<file path="src/rtl/multi_mode_byte_frame_assembler_unit_assert.svh">
`ifndef MULTI_MODE_BYTE_FRAME_ASSEMBLER_UNIT_ASSERT_SVH
`define MULTI_MODE_BYTE_FRAME_ASSEMBLER_UNIT_ASSERT_SVH

// Same-cycle implication, checked outside reset.
`define MMBFA_ASSERT_NOW(label, clk, rst, ante, cons, msg) \
   label: assert property (@(posedge clk) disable iff (rst) (ante) |-> (cons)) \
      else $error(msg);

// Next-cycle implication, checked outside reset.
`define MMBFA_ASSERT_NEXT(label, clk, rst, ante, cons, msg) \
   label: assert property (@(posedge clk) disable iff (rst) (ante) |=> (cons)) \
      else $error(msg);

`endif

</file>
<file path="src/rtl/mmbfa_pkg.sv">
package mmbfa_pkg;

   // Request kinds.
   localparam logic [1:0] KIND_DATA   = 2'd0;
   localparam logic [1:0] KIND_TICK   = 2'd1;
   localparam logic [1:0] KIND_RESYNC = 2'd2;

   // Framing modes.
   localparam logic [1:0] MODE_DELIM    = 2'd0;
   localparam logic [1:0] MODE_FIXED    = 2'd1;
   localparam logic [1:0] MODE_SENTINEL = 2'd2;
   localparam logic [1:0] MODE_IDLE     = 2'd3;

   // Register indexes.
   localparam int CSR_IDX_W = 3;
   localparam logic [CSR_IDX_W-1:0] CSR_FRAME_MODE       = 3'd0;
   localparam logic [CSR_IDX_W-1:0] CSR_DELIMITER_BYTES  = 3'd1;
   localparam logic [CSR_IDX_W-1:0] CSR_DELIMITER_LENGTH = 3'd2;
   localparam logic [CSR_IDX_W-1:0] CSR_FIXED_LENGTH     = 3'd3;
   localparam logic [CSR_IDX_W-1:0] CSR_START_BYTE       = 3'd4;
   localparam logic [CSR_IDX_W-1:0] CSR_END_BYTE         = 3'd5;
   localparam logic [CSR_IDX_W-1:0] CSR_IDLE_TIMEOUT     = 3'd6;
   localparam logic [CSR_IDX_W-1:0] CSR_MAX_LENGTH       = 3'd7;

   typedef struct packed {
      logic [1:0] kind;
      logic [7:0] data_byte;
   } req_type;

   typedef struct packed {
      logic        has_byte;
      logic [7:0]  frame_byte;
      logic        last_of_frame;
      logic [31:0] frames_total;
      logic [31:0] drops_total;
   } rsp_type;

   typedef struct packed {
      logic [1:0]  frame_mode;
      logic [31:0] delimiter_bytes;
      logic [2:0]  delimiter_length;
      logic [6:0]  fixed_length;
      logic [7:0]  start_byte;
      logic [7:0]  end_byte;
      logic [15:0] idle_timeout;
      logic [6:0]  max_length;
   } cfg_type;

   localparam cfg_type CFG_RESET = '{
      frame_mode:       MODE_DELIM,
      delimiter_bytes:  32'd10,
      delimiter_length: 3'd1,
      fixed_length:     7'd64,
      start_byte:       8'd2,
      end_byte:         8'd3,
      idle_timeout:     16'd100,
      max_length:       7'd0
   };

endpackage

</file>
<file path="src/rtl/mmbfa_delim_window.sv">
module mmbfa_delim_window #(
   parameter int DELIM_MAX = 4
) (
   input  logic                             clock,
   input  logic                             shift_en,
   input  logic [7:0]                       shift_byte,
   input  logic [31:0]                      delim_bytes,
   input  logic [$clog2(DELIM_MAX + 1)-1:0] delim_len,
   output logic                             tail_match
);
   import mmbfa_pkg::*;

   // Entry 0 holds the most recently stored byte.
   logic [DELIM_MAX-1:0][7:0] win_ff;
   logic [DELIM_MAX-1:0][7:0] win_in;

   always_comb begin
      win_in = win_ff;
      if (shift_en) begin
         win_in[0] = shift_byte;
         for (int j = 1; j < DELIM_MAX; j++) begin
            win_in[j] = win_ff[j-1];
         end
      end
   end

   // Compare against the window as it stands after this byte. Only the first
   // four delimiter bytes exist, so a longer delimiter never matches.
   always_comb begin
      int k;
      k = 0;
      tail_match = (int'(delim_len) <= 4);
      for (int j = 0; j < DELIM_MAX; j++) begin
         if (j < int'(delim_len)) begin
            k = int'(delim_len) - 1 - j;
            if (win_in[j] != delim_bytes[8*k[1:0] +: 8]) begin
               tail_match = 1'b0;
            end
         end
      end
   end

   always_ff @(posedge clock) begin
      if (shift_en) begin
         win_ff <= win_in;
      end
   end

endmodule

</file>
<file path="src/rtl/multi_mode_byte_frame_assembler_unit.sv">
// A request is taken in ST_IDLE and its results come in ST_EMIT: a status result goes straight
// to the output register, payload bytes go through the read stage s1, one byte per cycle while
// the output does not stall. No new request is taken until the last result has left s1.
// Reset (synchronous, active high) restores register defaults, clears framing state and
// counters; the frame memory keeps its contents and needs no clearing pass.
`include "multi_mode_byte_frame_assembler_unit_assert.svh"

module multi_mode_byte_frame_assembler_unit #(
   parameter int FRAME_MAX = 64,
   parameter int DELIM_MAX = 4
) (
   input  logic                                clock,
   input  logic                                reset,
   input  logic                                req_valid,
   output logic                                req_ready,
   input  mmbfa_pkg::req_type                  req_data,
   output logic                                rsp_valid,
   input  logic                                rsp_ready,
   output mmbfa_pkg::rsp_type                  rsp_data,
   input  logic                                csr_valid,
   output logic                                csr_ready,
   input  logic [mmbfa_pkg::CSR_IDX_W-1:0]     csr_index,
   input  logic [31:0]                         csr_wdata
);
   import mmbfa_pkg::*;

   localparam int FILL_W   = $clog2(FRAME_MAX + 1);
   localparam int ADDR_W   = $clog2(FRAME_MAX);
   localparam int SUM_W    = FILL_W + 1;
   localparam int DL_W     = $clog2(DELIM_MAX + 1);
   localparam int DLEN_CAP = (DELIM_MAX < FRAME_MAX) ? DELIM_MAX : FRAME_MAX;

   typedef enum logic [1:0] {
      ST_IDLE = 2'b01,
      ST_EMIT = 2'b10
   } seq_state_type;

   // The frame memory is used as a ring. A frame starts at base_ff, so the
   // sliding window of discard mode only moves the base instead of copying
   // the kept delimiter bytes to the front.
   function automatic logic [ADDR_W-1:0] ring_add(input logic [ADDR_W-1:0] a,
                                                  input logic [FILL_W-1:0] b);
      logic [SUM_W-1:0] s;
      s = SUM_W'(a) + SUM_W'(b);
      if (s >= SUM_W'(FRAME_MAX)) begin
         s = s - SUM_W'(FRAME_MAX);
      end
      return s[ADDR_W-1:0];
   endfunction

   // ---------------------------------------------------------------------
   // Configuration registers. Writes are always taken.
   // ---------------------------------------------------------------------
   cfg_type cfg_ff, cfg_in;

   assign csr_ready = 1'b1;

   always_comb begin
      cfg_in = cfg_ff;
      if (csr_valid) begin
         case (csr_index)
            CSR_FRAME_MODE:       cfg_in.frame_mode       = csr_wdata[1:0];
            CSR_DELIMITER_BYTES:  cfg_in.delimiter_bytes  = csr_wdata;
            CSR_DELIMITER_LENGTH: cfg_in.delimiter_length = csr_wdata[2:0];
            CSR_FIXED_LENGTH:     cfg_in.fixed_length     = csr_wdata[6:0];
            CSR_START_BYTE:       cfg_in.start_byte       = csr_wdata[7:0];
            CSR_END_BYTE:         cfg_in.end_byte         = csr_wdata[7:0];
            CSR_IDLE_TIMEOUT:     cfg_in.idle_timeout     = csr_wdata[15:0];
            CSR_MAX_LENGTH:       cfg_in.max_length       = csr_wdata[6:0];
            default:              cfg_in = cfg_ff;
         endcase
      end
   end

   // Effective limits. A zero or oversized maximum means the full buffer,
   // the delimiter length is clamped to 1..min(DELIM_MAX, FRAME_MAX), and the
   // fixed length to 1..maximum.
   logic [FILL_W-1:0] max_eff;
   logic [6:0]        fixed_raw;
   logic [FILL_W-1:0] fixed_eff;
   logic [2:0]        dlen_raw;
   logic [DL_W-1:0]   dlen_eff;
   logic [FILL_W-1:0] dlen_fill;

   always_comb begin
      if (cfg_ff.max_length == 7'd0 || cfg_ff.max_length > FRAME_MAX) begin
         max_eff = FILL_W'(FRAME_MAX);
      end else begin
         max_eff = FILL_W'(cfg_ff.max_length);
      end
      fixed_raw = (cfg_ff.fixed_length == 7'd0) ? 7'd1 : cfg_ff.fixed_length;
      fixed_eff = (fixed_raw > max_eff) ? max_eff : FILL_W'(fixed_raw);
      dlen_raw  = (cfg_ff.delimiter_length == 3'd0) ? 3'd1 : cfg_ff.delimiter_length;
      dlen_eff  = (dlen_raw > DLEN_CAP) ? DL_W'(DLEN_CAP) : DL_W'(dlen_raw);
      dlen_fill = FILL_W'(dlen_eff);
   end

   // ---------------------------------------------------------------------
   // Framing state, updated only when a request is accepted.
   // ---------------------------------------------------------------------
   logic [FILL_W-1:0] fill_ff, fill_in;
   logic [ADDR_W-1:0] base_ff, base_in;
   logic              disc_ff, disc_in;
   logic              inside_ff, inside_in;
   logic [15:0]       quiet_ff, quiet_in;
   logic              seen_ff, seen_in;
   logic [31:0]       frame_cnt_ff, frame_cnt_in;
   logic [31:0]       drop_cnt_ff, drop_cnt_in;

   seq_state_type     state_ff, state_in;
   logic              s1_valid_ff, s1_valid_in;
   logic              req_accept;

   assign req_ready  = (state_ff == ST_IDLE) && !s1_valid_ff;
   assign req_accept = req_valid && req_ready;

   // Byte path decisions that do not depend on the delimiter compare.
   logic              is_data;
   logic              disc_move;
   logic [FILL_W-1:0] fill_base;
   logic [ADDR_W-1:0] base_mv;
   logic              store_path;
   logic              do_store;
   logic [FILL_W-1:0] fill_after;
   logic [ADDR_W-1:0] wr_addr;
   logic              mem_we;
   logic              tail_match;
   logic              tail_hit;

   always_comb begin
      is_data = (req_data.kind == KIND_DATA);
      // While discarding, only the last dlen-1 bytes are kept: slide the base.
      disc_move = (cfg_ff.frame_mode == MODE_DELIM) && disc_ff && (fill_ff >= dlen_fill);
      if (disc_move) begin
         fill_base = dlen_fill - FILL_W'(1);
         base_mv   = ring_add(base_ff, fill_ff - fill_base);
      end else begin
         fill_base = fill_ff;
         base_mv   = base_ff;
      end
      // In sentinel mode only bytes inside a frame that are neither sentinel
      // are stored; the other modes store every byte.
      if (cfg_ff.frame_mode == MODE_SENTINEL) begin
         store_path = inside_ff && (req_data.data_byte != cfg_ff.end_byte)
                      && (req_data.data_byte != cfg_ff.start_byte);
      end else begin
         store_path = 1'b1;
      end
      // A full buffer silently skips the byte.
      do_store   = is_data && store_path && (fill_base != FILL_W'(FRAME_MAX));
      fill_after = do_store ? (fill_base + FILL_W'(1)) : fill_base;
      wr_addr    = ring_add(base_mv, fill_base);
      mem_we     = req_accept && do_store;
   end

   mmbfa_delim_window #(
      .DELIM_MAX (DELIM_MAX)
   ) u_window (
      .clock       (clock),
      .shift_en    (mem_we),
      .shift_byte  (req_data.data_byte),
      .delim_bytes (cfg_ff.delimiter_bytes),
      .delim_len   (dlen_eff),
      .tail_match  (tail_match)
   );

   assign tail_hit = tail_match && (fill_after >= dlen_fill);

   // Next framing state and number of payload bytes to emit.
   logic [FILL_W-1:0] emit_n;
   logic [15:0]       quiet_inc;

   always_comb begin
      fill_in      = fill_ff;
      base_in      = base_ff;
      disc_in      = disc_ff;
      inside_in    = inside_ff;
      quiet_in     = quiet_ff;
      seen_in      = seen_ff;
      frame_cnt_in = frame_cnt_ff;
      drop_cnt_in  = drop_cnt_ff;
      emit_n       = '0;
      quiet_inc    = (quiet_ff != 16'hFFFF) ? (quiet_ff + 16'd1) : quiet_ff;
      case (req_data.kind)
         KIND_DATA: begin
            quiet_in = '0;
            seen_in  = 1'b1;
            case (cfg_ff.frame_mode)
               MODE_DELIM: begin
                  base_in = base_mv;
                  if (disc_ff) begin
                     if (tail_hit) begin
                        disc_in = 1'b0;
                        fill_in = '0;
                     end else begin
                        fill_in = fill_after;
                     end
                  end else if (tail_hit) begin
                     // Empty frames between delimiters are skipped.
                     emit_n = fill_after - dlen_fill;
                     if (emit_n != '0) begin
                        frame_cnt_in = frame_cnt_ff + 32'd1;
                     end
                     fill_in = '0;
                  end else if (fill_after >= max_eff) begin
                     drop_cnt_in = drop_cnt_ff + 32'd1;
                     fill_in     = '0;
                     disc_in     = 1'b1;
                  end else begin
                     fill_in = fill_after;
                  end
               end
               MODE_FIXED: begin
                  if (fill_after >= fixed_eff) begin
                     emit_n       = fill_after;
                     frame_cnt_in = frame_cnt_ff + 32'd1;
                     fill_in      = '0;
                  end else begin
                     fill_in = fill_after;
                  end
               end
               MODE_SENTINEL: begin
                  if (!inside_ff) begin
                     if (req_data.data_byte == cfg_ff.start_byte) begin
                        inside_in = 1'b1;
                        fill_in   = '0;
                     end
                  end else if (req_data.data_byte == cfg_ff.end_byte) begin
                     // The end test comes first, so equal sentinels close a frame.
                     emit_n = fill_ff;
                     if (fill_ff != '0) begin
                        frame_cnt_in = frame_cnt_ff + 32'd1;
                     end
                     inside_in = 1'b0;
                     fill_in   = '0;
                  end else if (req_data.data_byte == cfg_ff.start_byte) begin
                     // A repeated start drops the partial frame and starts over.
                     drop_cnt_in = drop_cnt_ff + 32'd1;
                     fill_in     = '0;
                  end else if (fill_after >= max_eff) begin
                     drop_cnt_in = drop_cnt_ff + 32'd1;
                     fill_in     = '0;
                     inside_in   = 1'b0;
                  end else begin
                     fill_in = fill_after;
                  end
               end
               MODE_IDLE: begin
                  if (fill_after >= max_eff) begin
                     drop_cnt_in = drop_cnt_ff + 32'd1;
                     fill_in     = '0;
                  end else begin
                     fill_in = fill_after;
                  end
               end
               default: begin
                  fill_in = fill_ff;
               end
            endcase
         end
         KIND_TICK: begin
            // Quiet time only counts once a byte has been seen.
            if (seen_ff) begin
               quiet_in = quiet_inc;
               if ((cfg_ff.frame_mode == MODE_IDLE) && (fill_ff != '0)
                   && (quiet_inc >= cfg_ff.idle_timeout)) begin
                  emit_n       = fill_ff;
                  frame_cnt_in = frame_cnt_ff + 32'd1;
                  fill_in      = '0;
               end
            end
         end
         KIND_RESYNC: begin
            fill_in   = '0;
            disc_in   = 1'b0;
            inside_in = 1'b0;
            seen_in   = 1'b0;
            quiet_in  = '0;
         end
         default: begin
            fill_in = fill_ff;
         end
      endcase
   end

   // ---------------------------------------------------------------------
   // Result sequencer. A frame is read out of the memory one byte per cycle
   // into a read stage (s1) and then into the output register; a read is
   // issued only when s1 is empty or moves on in the same cycle.
   // ---------------------------------------------------------------------
   logic [FILL_W-1:0] emit_cnt_ff, emit_cnt_in;
   logic [ADDR_W-1:0] rd_ptr_ff, rd_ptr_in;
   logic [ADDR_W-1:0] rd_addr;
   logic              rd_en;
   logic              rd_last;
   logic [7:0]        rd_data_ff;
   logic              s1_last_ff, s1_last_in;
   logic              status_load;
   logic              out_en;
   logic              s1_free;
   logic              rsp_valid_ff, rsp_valid_in;
   rsp_type           rsp_ff, rsp_in;

   assign out_en  = !rsp_valid_ff || rsp_ready;
   assign s1_free = !s1_valid_ff || out_en;
   assign rd_addr = ring_add(base_ff, FILL_W'(rd_ptr_ff));
   assign rd_last = (FILL_W'(rd_ptr_ff) + FILL_W'(1)) == emit_cnt_ff;

   always_comb begin
      state_in    = state_ff;
      emit_cnt_in = emit_cnt_ff;
      rd_ptr_in   = rd_ptr_ff;
      rd_en       = 1'b0;
      status_load = 1'b0;
      case (state_ff)
         ST_IDLE: begin
            if (req_accept) begin
               state_in    = ST_EMIT;
               emit_cnt_in = emit_n;
               rd_ptr_in   = '0;
            end
         end
         ST_EMIT: begin
            if (emit_cnt_ff == '0) begin
               // No frame completed: one status result.
               if (out_en) begin
                  status_load = 1'b1;
                  state_in    = ST_IDLE;
               end
            end else if (s1_free) begin
               rd_en     = 1'b1;
               rd_ptr_in = rd_ptr_ff + ADDR_W'(1);
               if (rd_last) begin
                  state_in = ST_IDLE;
               end
            end
         end
         default: begin
            state_in = ST_IDLE;
         end
      endcase
   end

   always_comb begin
      s1_valid_in  = rd_en || (s1_valid_ff && !out_en);
      s1_last_in   = rd_en ? rd_last : s1_last_ff;
      rsp_in       = rsp_ff;
      rsp_valid_in = rsp_valid_ff && !rsp_ready;
      // Counters are stable while a frame drains, since no request is taken.
      if (s1_valid_ff && out_en) begin
         rsp_valid_in         = 1'b1;
         rsp_in.has_byte      = 1'b1;
         rsp_in.frame_byte    = rd_data_ff;
         rsp_in.last_of_frame = s1_last_ff;
         rsp_in.frames_total  = frame_cnt_ff;
         rsp_in.drops_total   = drop_cnt_ff;
      end else if (status_load) begin
         rsp_valid_in         = 1'b1;
         rsp_in.has_byte      = 1'b0;
         rsp_in.frame_byte    = '0;
         rsp_in.last_of_frame = 1'b1;
         rsp_in.frames_total  = frame_cnt_ff;
         rsp_in.drops_total   = drop_cnt_ff;
      end
   end

   assign rsp_valid = rsp_valid_ff;
   assign rsp_data  = rsp_ff;

   // Frame memory: one write port at request time, one read port while
   // emitting; the two never act in the same cycle.
   logic [7:0] frame_mem [FRAME_MAX];

   always_ff @(posedge clock) begin
      if (mem_we) begin
         frame_mem[wr_addr] <= req_data.data_byte;
      end
      if (rd_en) begin
         rd_data_ff <= frame_mem[rd_addr];
      end
   end

   always_ff @(posedge clock) begin
      rsp_ff     <= rsp_in;
      s1_last_ff <= s1_last_in;
   end

   always_ff @(posedge clock) begin
      if (reset) begin
         cfg_ff       <= CFG_RESET;
         fill_ff      <= '0;
         base_ff      <= '0;
         disc_ff      <= 1'b0;
         inside_ff    <= 1'b0;
         quiet_ff     <= '0;
         seen_ff      <= 1'b0;
         frame_cnt_ff <= '0;
         drop_cnt_ff  <= '0;
         state_ff     <= ST_IDLE;
         emit_cnt_ff  <= '0;
         rd_ptr_ff    <= '0;
         s1_valid_ff  <= 1'b0;
         rsp_valid_ff <= 1'b0;
      end else begin
         cfg_ff       <= cfg_in;
         if (req_accept) begin
            fill_ff      <= fill_in;
            base_ff      <= base_in;
            disc_ff      <= disc_in;
            inside_ff    <= inside_in;
            quiet_ff     <= quiet_in;
            seen_ff      <= seen_in;
            frame_cnt_ff <= frame_cnt_in;
            drop_cnt_ff  <= drop_cnt_in;
         end
         state_ff     <= state_in;
         emit_cnt_ff  <= emit_cnt_in;
         rd_ptr_ff    <= rd_ptr_in;
         s1_valid_ff  <= s1_valid_in;
         rsp_valid_ff <= rsp_valid_in;
      end
   end

   // ---------------------------------------------------------------------
   // Assertions.
   // ---------------------------------------------------------------------
   `MMBFA_ASSERT_NOW(a_fill_bound, clock, reset, 1'b1, fill_ff <= FILL_W'(FRAME_MAX), "fill count beyond buffer depth")
   `MMBFA_ASSERT_NEXT(a_busy_after_accept, clock, reset, req_accept, !req_ready, "request taken while results of the last one are pending")
   `MMBFA_ASSERT_NOW(a_status_is_last, clock, reset, rsp_valid_ff && !rsp_ff.has_byte, rsp_ff.last_of_frame, "status result without last mark")
   `MMBFA_ASSERT_NEXT(a_counts_hold, clock, reset, !req_accept, $stable(frame_cnt_ff) && $stable(drop_cnt_ff), "counter changed without a request")

endmodule

</file>
<file path="config.mk">
export PLATFORM = sky130hd
export DESIGN_NAME = multi_mode_byte_frame_assembler_unit
export DESIGN_NICKNAME = d
export VERILOG_FILES = /design/src/rtl/mmbfa_pkg.sv /design/src/rtl/mmbfa_delim_window.sv /design/src/rtl/multi_mode_byte_frame_assembler_unit.sv
export VERILOG_INCLUDE_DIRS = /design/src /design/src/rtl
export SDC_FILE = /design/constraint.sdc
export NUM_CORES = 1
export LEC_CHECK = 0
export BUFFER_PORTS_ARGS = -buffer_cell sky130_fd_sc_hd__buf_4
export CAP_MARGIN = 30
export CORE_ASPECT_RATIO = 1.25
export CORE_MARGIN = 2
export CORE_UTILIZATION = 35
export DETAILED_ROUTE_END_ITERATION = 10
export GPL_ROUTABILITY_DRIVEN = 0
export SETUP_SLACK_MARGIN = 0.1
export SYNTH_ARGS = -nofsm -noshare
export SYNTH_HDL_FRONTEND = slang
export SYNTH_SLANG_ARGS = --single-unit
</file>
<file path="constraint.sdc">
create_clock -name clock -period 14.4 [get_ports clock]
set_input_delay 2.88 -clock clock [delete_from_list [all_inputs] [get_ports clock]]
set_output_delay 2.88 -clock clock [all_outputs]
set_load 0.02 [all_outputs]
</file>
=== Word level (Yosys, flattened, before mapping) ===
Memories as Yosys holds them, arrays and structs flattened. A register that Yosys moved wholly into a read port is not among the register bits.
Index checks and enable logic that the tools add are counted.

* Bits in registers: 303
* Output and inout bits: 77
* Memories: 1
* Bits in writable memories: 512

{| class="wikitable"
|+ Memory list
! memory !! words !! bits a word !! rd ports !! clocked after memory_dff !! write ports !! RTL line !! text
|-
| frame_mem || 64 || 8 || 1 || 1 || 1 || multi_mode_byte_frame_assembler_unit.sv:372 || <nowiki>logic [7:0] frame_mem [FRAME_MAX];</nowiki>
|}

* Mux-type cells: 100
* $add $sub $neg: 19
* Reductions and logical operators: 59
* Eq/ne operators: 48
* Shifts and indexed selects: 4
* $lt $le $gt $ge: 16

{| class="wikitable"
|+ Operator list
! operator !! count
|-
| two-way mux 32 bit || 16
|-
| case mux 32 bit (3 select lines) || 2
|-
| two-way mux 7 bit || 23
|-
| two-way mux 73 bit || 2
|-
| variable part select 32 x 6 -> 8 bit || 4
|-
| adder 32 x 1 -> 32 bit, second input constant || 2
|-
| case mux 32 bit (2 select lines) || 1
|-
| inequality test 8 bit || 6
|-
| two-way mux 6 bit || 7
|-
| case mux 7 bit (3 select lines) || 2
|-
| two-way mux 16 bit || 2
|-
| case mux 16 bit (2 select lines) || 1
|-
| two-way mux 1 bit || 30
|-
| case mux 7 bit (4 select lines) || 1
|-
| logical NOT 7 bit || 3
|-
| inequality test 3 bit, second input constant || 7
|-
| AND reduction 2 bit || 10
|-
| inequality test 2 bit, second input constant || 9
|-
| subtractor 6 x 1 -> 6 bit, second input constant || 3
|-
| adder 16 x 1 -> 16 bit, second input constant || 1
|-
| adder 6 x 7 -> 8 bit || 2
|-
| == test 8 bit || 2
|-
| greater-or-equal comparator 16 bit || 1
|-
| greater-or-equal comparator 8 x 7 -> 1 bit, second input constant || 2
|-
| 50 further kinds || 107
|}

=== Logic depth before layout (Yosys ltp) ===
* Word-level depth: 25
* Mapped depth: 30

=== Cells and area by module ===
A second synthesis with hierarchy kept.

* Cell total of the unflattened synthesis: 2570
* Area, all modules: 36582.6 sq um

{| class="wikitable"
|+ By module, submodules not included
! module !! cells each !! sequential area each (sq um) !! instances !! area each (sq um)
|-
| multi_mode_byte_frame_assembler_unit || 2415 || 21780.9 || 1 || 34037.6
|-
| mmbfa_delim_window || 155 || 960.9 || 1 || 2544.9
|}

=== Worst setup path before layout ===
OpenSTA, ideal clock, no wires.

* Path kind: input to register
* Start: input req_data[3] (netlist bit)
* End: register frame_cnt_ff[10]
* Arrival: 6552 ps
* Slack: 7777 ps
* Required time: 14330 ps
* Cell stages on the path: 18
* Cell sequence: xnor2_1 -> nand4_1 -> nor2_1 -> o21a_1 -> nor2_1 -> o21ai_0 -> ha_1 -> a21o_1 -> a21o_1 -> a2111oi_0 -> o211a_1 -> o31a_1 -> nor4_1 -> o21ai_1 -> buf_2 -> buf_2 -> o31ai_1 -> a21oi_1

* Longest elaborated chain between the ends: 20

{| class="wikitable"
|+ RTL lines
! what !! RTL line !! text
|-
| from (decl) || multi_mode_byte_frame_assembler_unit.sv:16 || <nowiki>input mmbfa_pkg::req_type req_data,</nowiki>
|-
| inequality test 8 bit || multi_mode_byte_frame_assembler_unit.sv:144 || <nowiki>store_path = inside_ff && (req_data.data_byte != cfg_ff.end_byte)</nowiki>
|-
| logical AND 1 bit || multi_mode_byte_frame_assembler_unit.sv:144 ||
|-
| logical AND 1 bit || multi_mode_byte_frame_assembler_unit.sv:145 || <nowiki>&& (req_data.data_byte != cfg_ff.start_byte);</nowiki>
|-
| two-way mux 1 bit || multi_mode_byte_frame_assembler_unit.sv:143 || <nowiki>if (cfg_ff.frame_mode == MODE_SENTINEL) begin</nowiki>
|-
| logical AND 1 bit (2 in a row) || multi_mode_byte_frame_assembler_unit.sv:150 || <nowiki>do_store = is_data && store_path && (fill_base != FILL_W'(FRAME_MAX));</nowiki>
|-
| logical AND 1 bit || multi_mode_byte_frame_assembler_unit.sv:153 || <nowiki>mem_we = req_accept && do_store;</nowiki>
|-
| two-way mux 32 bit || mmbfa_delim_window.sv:19 || <nowiki>if (shift_en) begin</nowiki>
|-
| inequality test 8 bit || mmbfa_delim_window.sv:36 || <nowiki>if (win_in[j] != delim_bytes[8*k[1:0] +: 8]) begin</nowiki>
|-
| (+3 left out) || n/a ||
|-
| two-way mux 1 bit || mmbfa_delim_window.sv:34 || <nowiki>if (j < int'(delim_len)) begin</nowiki>
|-
| two-way mux 1 bit || mmbfa_delim_window.sv:36 ||
|-
| two-way mux 1 bit || mmbfa_delim_window.sv:34 ||
|-
| two-way mux 1 bit || mmbfa_delim_window.sv:36 ||
|-
| two-way mux 1 bit || mmbfa_delim_window.sv:34 ||
|-
| logical AND 1 bit || multi_mode_byte_frame_assembler_unit.sv:167 || <nowiki>assign tail_hit = tail_match && (fill_after >= dlen_fill);</nowiki>
|-
| inequality test 3 bit (no source line) || n/a ||
|-
| AND reduction 12 bit (no source line) * || n/a ||
|-
| to (signal assigned) || multi_mode_byte_frame_assembler_unit.sv:413 || <nowiki>frame_cnt_ff <= frame_cnt_in;</nowiki>
|-
| to (decl) || multi_mode_byte_frame_assembler_unit.sv:107 || <nowiki>logic [31:0] frame_cnt_ff, frame_cnt_in;</nowiki>
|}

Every way passes the cells marked *; elsewhere a longest branch is shown, timed or not.
A chain may end at the register's enable or synchronous reset.

=== Worst setup path after layout ===
* Start: register cfg_ff[47] (netlist bit)
* End: register drop_cnt_ff[20]

* Longest elaborated chain between the ends: 23

{| class="wikitable"
|+ RTL lines
! what !! RTL line !! text
|-
| from (decl) || multi_mode_byte_frame_assembler_unit.sv:54 || <nowiki>cfg_type cfg_ff, cfg_in;</nowiki>
|-
| from (signal assigned) || multi_mode_byte_frame_assembler_unit.sv:405 || <nowiki>cfg_ff <= cfg_in;</nowiki>
|-
| logical NOT 3 bit || multi_mode_byte_frame_assembler_unit.sv:93 || <nowiki>dlen_raw = (cfg_ff.delimiter_length == 3'd0) ? 3'd1 : cfg_ff.delimiter_length;</nowiki>
|-
| two-way mux 3 bit * || multi_mode_byte_frame_assembler_unit.sv:93 ||
|-
| > comparator 3 bit || multi_mode_byte_frame_assembler_unit.sv:94 || <nowiki>dlen_eff = (dlen_raw > DLEN_CAP) ? DL_W'(DLEN_CAP) : DL_W'(dlen_raw);</nowiki>
|-
| two-way mux 3 bit * || multi_mode_byte_frame_assembler_unit.sv:94 ||
|-
| greater-or-equal comparator 7 x 3 -> 1 bit || multi_mode_byte_frame_assembler_unit.sv:133 || <nowiki>disc_move = (cfg_ff.frame_mode == MODE_DELIM) && disc_ff && (fill_ff >= dlen_fill);</nowiki>
|-
| logical AND 1 bit || multi_mode_byte_frame_assembler_unit.sv:133 ||
|-
| two-way mux 7 bit || multi_mode_byte_frame_assembler_unit.sv:134 || <nowiki>if (disc_move) begin</nowiki>
|-
| inequality test 7 bit || multi_mode_byte_frame_assembler_unit.sv:150 ||
|-
| (+7 left out) || n/a ||
|-
| two-way mux 1 bit || mmbfa_delim_window.sv:34 ||
|-
| two-way mux 1 bit || mmbfa_delim_window.sv:36 ||
|-
| two-way mux 1 bit || mmbfa_delim_window.sv:34 ||
|-
| two-way mux 1 bit || mmbfa_delim_window.sv:36 ||
|-
| two-way mux 1 bit || mmbfa_delim_window.sv:34 ||
|-
| logical AND 1 bit || multi_mode_byte_frame_assembler_unit.sv:167 ||
|-
| inequality test 2 bit (no source line) || n/a ||
|-
| AND reduction 7 bit (no source line) || n/a ||
|-
| to (signal assigned) || multi_mode_byte_frame_assembler_unit.sv:414 || <nowiki>drop_cnt_ff <= drop_cnt_in;</nowiki>
|-
| to (decl) || multi_mode_byte_frame_assembler_unit.sv:108 || <nowiki>logic [31:0] drop_cnt_ff, drop_cnt_in;</nowiki>
|}

Every way passes the cells marked *; elsewhere a longest branch is shown, timed or not. The select of a mux whose other input is x is not followed.

==> results.yml <==
outcome:
  outcome: "finished clean"
drt:
  drt_drc_violations_left: 0
  drt-initial-drc-count: 1987
  wl_um: 93800
  first_pass_iters: 6
  postRouteAntennaNets: 0
  wl_per_cell_um: 21.3
  drt-vias-per-instance: 5.38
  vias: 23659
timing:
  rsz0062_at_grt: "false"
  final.setup.worst_slack_ns: 5.98
  timing.fmax_mhz: 119
  final_hold_viol_count: 0
  period_minus_slack_ns: 8.42
  drv_slew: 0
  skew_ns: 0.0531
  hold-worst-slack_ns: 0.455
  slew_headroom: 0.337
  fin_tns_setup_ns: 0
  worstMarginPinSlew_ns: 0.992
  final-setup-viol-count: 0
  fin_crit_sh: 0.585
setup_path:
  crit_family: "simple AND/OR/NAND/NOR gates"
  critPathMaxFanout: 69
  slowest_stage: "a21oi_4"
  cp-start-kind: "flip-flop"
  critPathCaptureType: "flip-flop"
  arrival_ns: 8.96
  worstSetupPathType: "flip-flop to flip-flop"
  cp_cell_sequence: "buf_4 > and2b_1 > or2_1 > inv_1 > ha_1 > and3b_1 > o211ai_1 > nand2_1 > nand2_1 > o21ai_0 > inv_1 > ha_1 > nand2_1 > o31ai_1 > nor3_1 > a21oi_4 > inv_2 > buf_4 > nor4_1 > o32ai_1 > nor4_4 > buf_4 > or4_1 > a21oi_1"
  required_ns: 14.94
  max_stage_delay_ns: 0.78
  critPathBufInv: 6
clocking:
  cts-buffers-inserted: 84
  clock_sinks: 823
  cts-hold-fix-buffers: 0
  post_cts.repair.setup_buffers: 0
  cts_resized: 0
  clock_latency_ns: 0.71
  root_buffer: "clkbuf_16"
  h-tree-depth: 3
  cts_tree: "yes"
  cts.clk_slew.worst_paths_ns: 0.06
  clockBufferDepth: 3
power_and_ir_drop:
  vdd_drop_max_mv: 0.0946
  p_seq_frac: 0.508
  power_switching_uw: 1140
  swShare: 0.225
  p_leak_uw: 0.0141
  pwr_density_cell_nw_per_um2: 118
  internal-power_uw: 3940
  pwr-share-comb: 0.045
  p_clk_frac: 0.447
min_path:
  hold_class: "flip-flop to flip-flop"
final_layout:
  nNetsFinal: 3030
  antenna_cells: 0
  final_cells: 4399
  drive_above_1_share: 0.175
  syn2layout_area_growth_pct: 14.6
synth:
  yosys.area_share.simple: 0.113
  synth-compound-area-share: 0.0772
  synth_top_family_by_area: "multiplexers"
  ys_types: 86
  synth-xor-area-share: 0.0292
  syn_area_um2: 37500
  synth.area.mux_share: 0.122
  syn_avg_cell_area_um2: 13.4
  synthAdderAreaFrac: 0.0277
  synth_ff_type: "edfxtp_1"
  async_flop_share: 0
  synth_top_area_frac: 0.501
  synth_cells: 2801
  synth_edf_count: 626
  synth.largest_area_cell: "edfxtp_1"
  synth_seq_cells: 823
  syn_nets: 2931
  ys_top_cells_by_area: "edfxtp_1 (50%), mux4_2 (11%), dfxtp_1 (11%)"
  seq_area_frac_synth: 0.607
  ys_warn_count: 0
placed_design:
  placed_cells: 4239
  portBuffers: 125
  place_ws_ns: 6.09
  dp_hpwl_um: 62300
floorplan:
  ios: 127
  fp.dieW_um: 297
  core_um2: 106000
  start_util: 0.352
  dieArea_um2: 110000
  die_h_um: 370
  fp-row-count: 134
grt:
  antenna_found_initial: 1
  grt_pass1_vias: 23425
  track_usage: 0.169
  grt_first_pass_wirelength_um: 144000
  grt_max_degree: 83
  gr-total-overflow: 0
flow_run:
  cap_violations: 0
## layer usage
metal / share of wire / vias to the layer above / track usage
met4: 0.029 / 0 / 0.0612
met2: 0.50 / 694 / 0.289
li1: - / 10933 / -
met5: 0 / - / 0
met3: 0.054 / 157 / 0.0269
met1: 0.42 / 11875 / 0.218
## sequential cells by signal, summed over array words and instances, names as in the netlist
register and cells:
emit_cnt_ff 7, s1_last_ff 1, seen_ff 1, cfg_ff 83, base_ff 6, quiet_ff 16, rsp_valid 1, fill_ff 7
rd_ptr_ff 6, rsp_data 74, u_window.win_ff 32, s1_valid_ff 1, disc_ff 1, drop_cnt_ff 32, frame_mem 512, frame_cnt_ff 32
state_ff 2, rd_data_ff 8, inside_ff 1
## power by group through the flow
| stage | Sequential [uW] | Combinational (uW) | Clock, uW |
|---|---|---|---|
| final | 2580 | 229 | 2270 |
| after global routing | 2580 | 252 | 2410 |
| after CTS | 2580 | 231 | 2330 |
| after detailed placement | 2630 | 230 | 0 |
| after global placement | 2630 | 227 | 0 |
| after floorplan | 2630 | 134 | 0 |
## layout make-up
| cell class | count | area [um^2] |
|---|---|---|
| flip-flops and latches | 823 | 22700 |
| inverters | 82 | 308 |
| well taps | 1428 | 1790 |
| clock inverters | 63 | 764 |
| repair buffers | 169 | 1340 |
| clock buffers | 94 | 2140 |
| multi-input cells | 1740 | 13900 |
| fillers | 9853 | 63500 |
## layout by cell type, fill, tap and decap left out, drive strengths merged, types with 10 or more instances in the layout
cell type / synthesis / final
a211oi: 23 / 23
a21o: 22 / 22
a21oi: 194 / 194
a31oi: 10 / 10
and2: 15 / 15
and3: 30 / 30
and4: 12 / 12
buf: 41 / 169
bufinv: 0 / 11
clkbuf: 115 / 94
clkinv: 1 / 43
dfxtp: 197 / 197
edfxtp: 626 / 626
ha: 75 / 75
inv: 81 / 84
mux2: 14 / 14
mux2i: 43 / 43
mux4: 176 / 176
nand2: 310 / 310
nand2b: 25 / 25
nand3: 57 / 57
nand4: 38 / 38
nor2: 181 / 181
nor2b: 17 / 17
nor3: 28 / 28
nor4: 21 / 21
o21a: 11 / 11
o21ai: 62 / 62
o31ai: 60 / 60
or3: 13 / 13
or4: 68 / 68
xnor2: 88 / 88
xor2: 29 / 29
## Yosys cell counts (all sizes together), types with 23 or more instances
| library cell | number |
|---|---|
| ha | 75 |
| a21oi | 194 |
| xnor2 | 88 |
| nor2 | 181 |
| o21ai | 62 |
| buf | 41 |
| mux2i | 43 |
| nand3 | 57 |
| nand2 | 310 |
| o31ai | 60 |
| nor3 | 28 |
| nand4 | 38 |
| xor2 | 29 |
| dfxtp | 197 |
| clkbuf | 115 |
| edfxtp | 626 |
| nand2b | 25 |
| a211oi | 23 |
| mux4 | 176 |
| inv | 81 |
| or4 | 68 |
| and3 | 30 |
## logic make-up (layout without fill, tap and decap cells)
family,count (synthesis),count (layout)
muxes,233,233
adders and majority gates,80,80
and+or+nand+nor,851,851
AOI/OAI and AO/OA,455,455
xor gates and xnor gates,120,120
buffers and inverters,238,408
DFF,823,823
other,1,1
## final timing paths
path	startpoint	end	slack, ns	cells after the start
worst max register to register	cfg_ff[47]	drop_cnt_ff[20]	5.98	24
worst max-delay path	cfg_ff[47]	drop_cnt_ff[20]	5.98	24
worst min register to register	cfg_ff[8]	cfg_ff[8]	0.46	2
worst min-delay path	cfg_ff[8]	cfg_ff[8]	0.46	2
## through the flow
step | area [um^2] | util | power (uW)
2_1_floorplan | 37500 | - | 2760
6_report | 43000 | 0.404 | 5080
3_3_place_gp | 39900 | 0.375 | 2860
4_1_cts | 42900 | 0.403 | 5140
3_5_place_dp | 40000 | 0.376 | 2860
5_1_grt | 43000 | 0.404 | 5240
## worst reg2reg max path, stage by stage, from the launching register on
cell and delay (ns):
dfxtp_1 0.30, buf_4 0.32, and2b_1 0.30, or2_1 0.43, inv_1 0.46, ha_1 0.32, and3b_1 0.18, o211ai_1 0.38
nand2_1 0.40, nand2_1 0.16, o21ai_0 0.27, inv_1 0.19, ha_1 0.16, nand2_1 0.06, o31ai_1 0.47, nor3_1 0.17
a21oi_4 0.78, inv_2 0.39, buf_4 0.43, nor4_1 0.68, o32ai_1 0.32, nor4_4 0.23, buf_4 0.54, or4_1 0.29
a21oi_1 0.06
(Power assumes the default switching activity.)
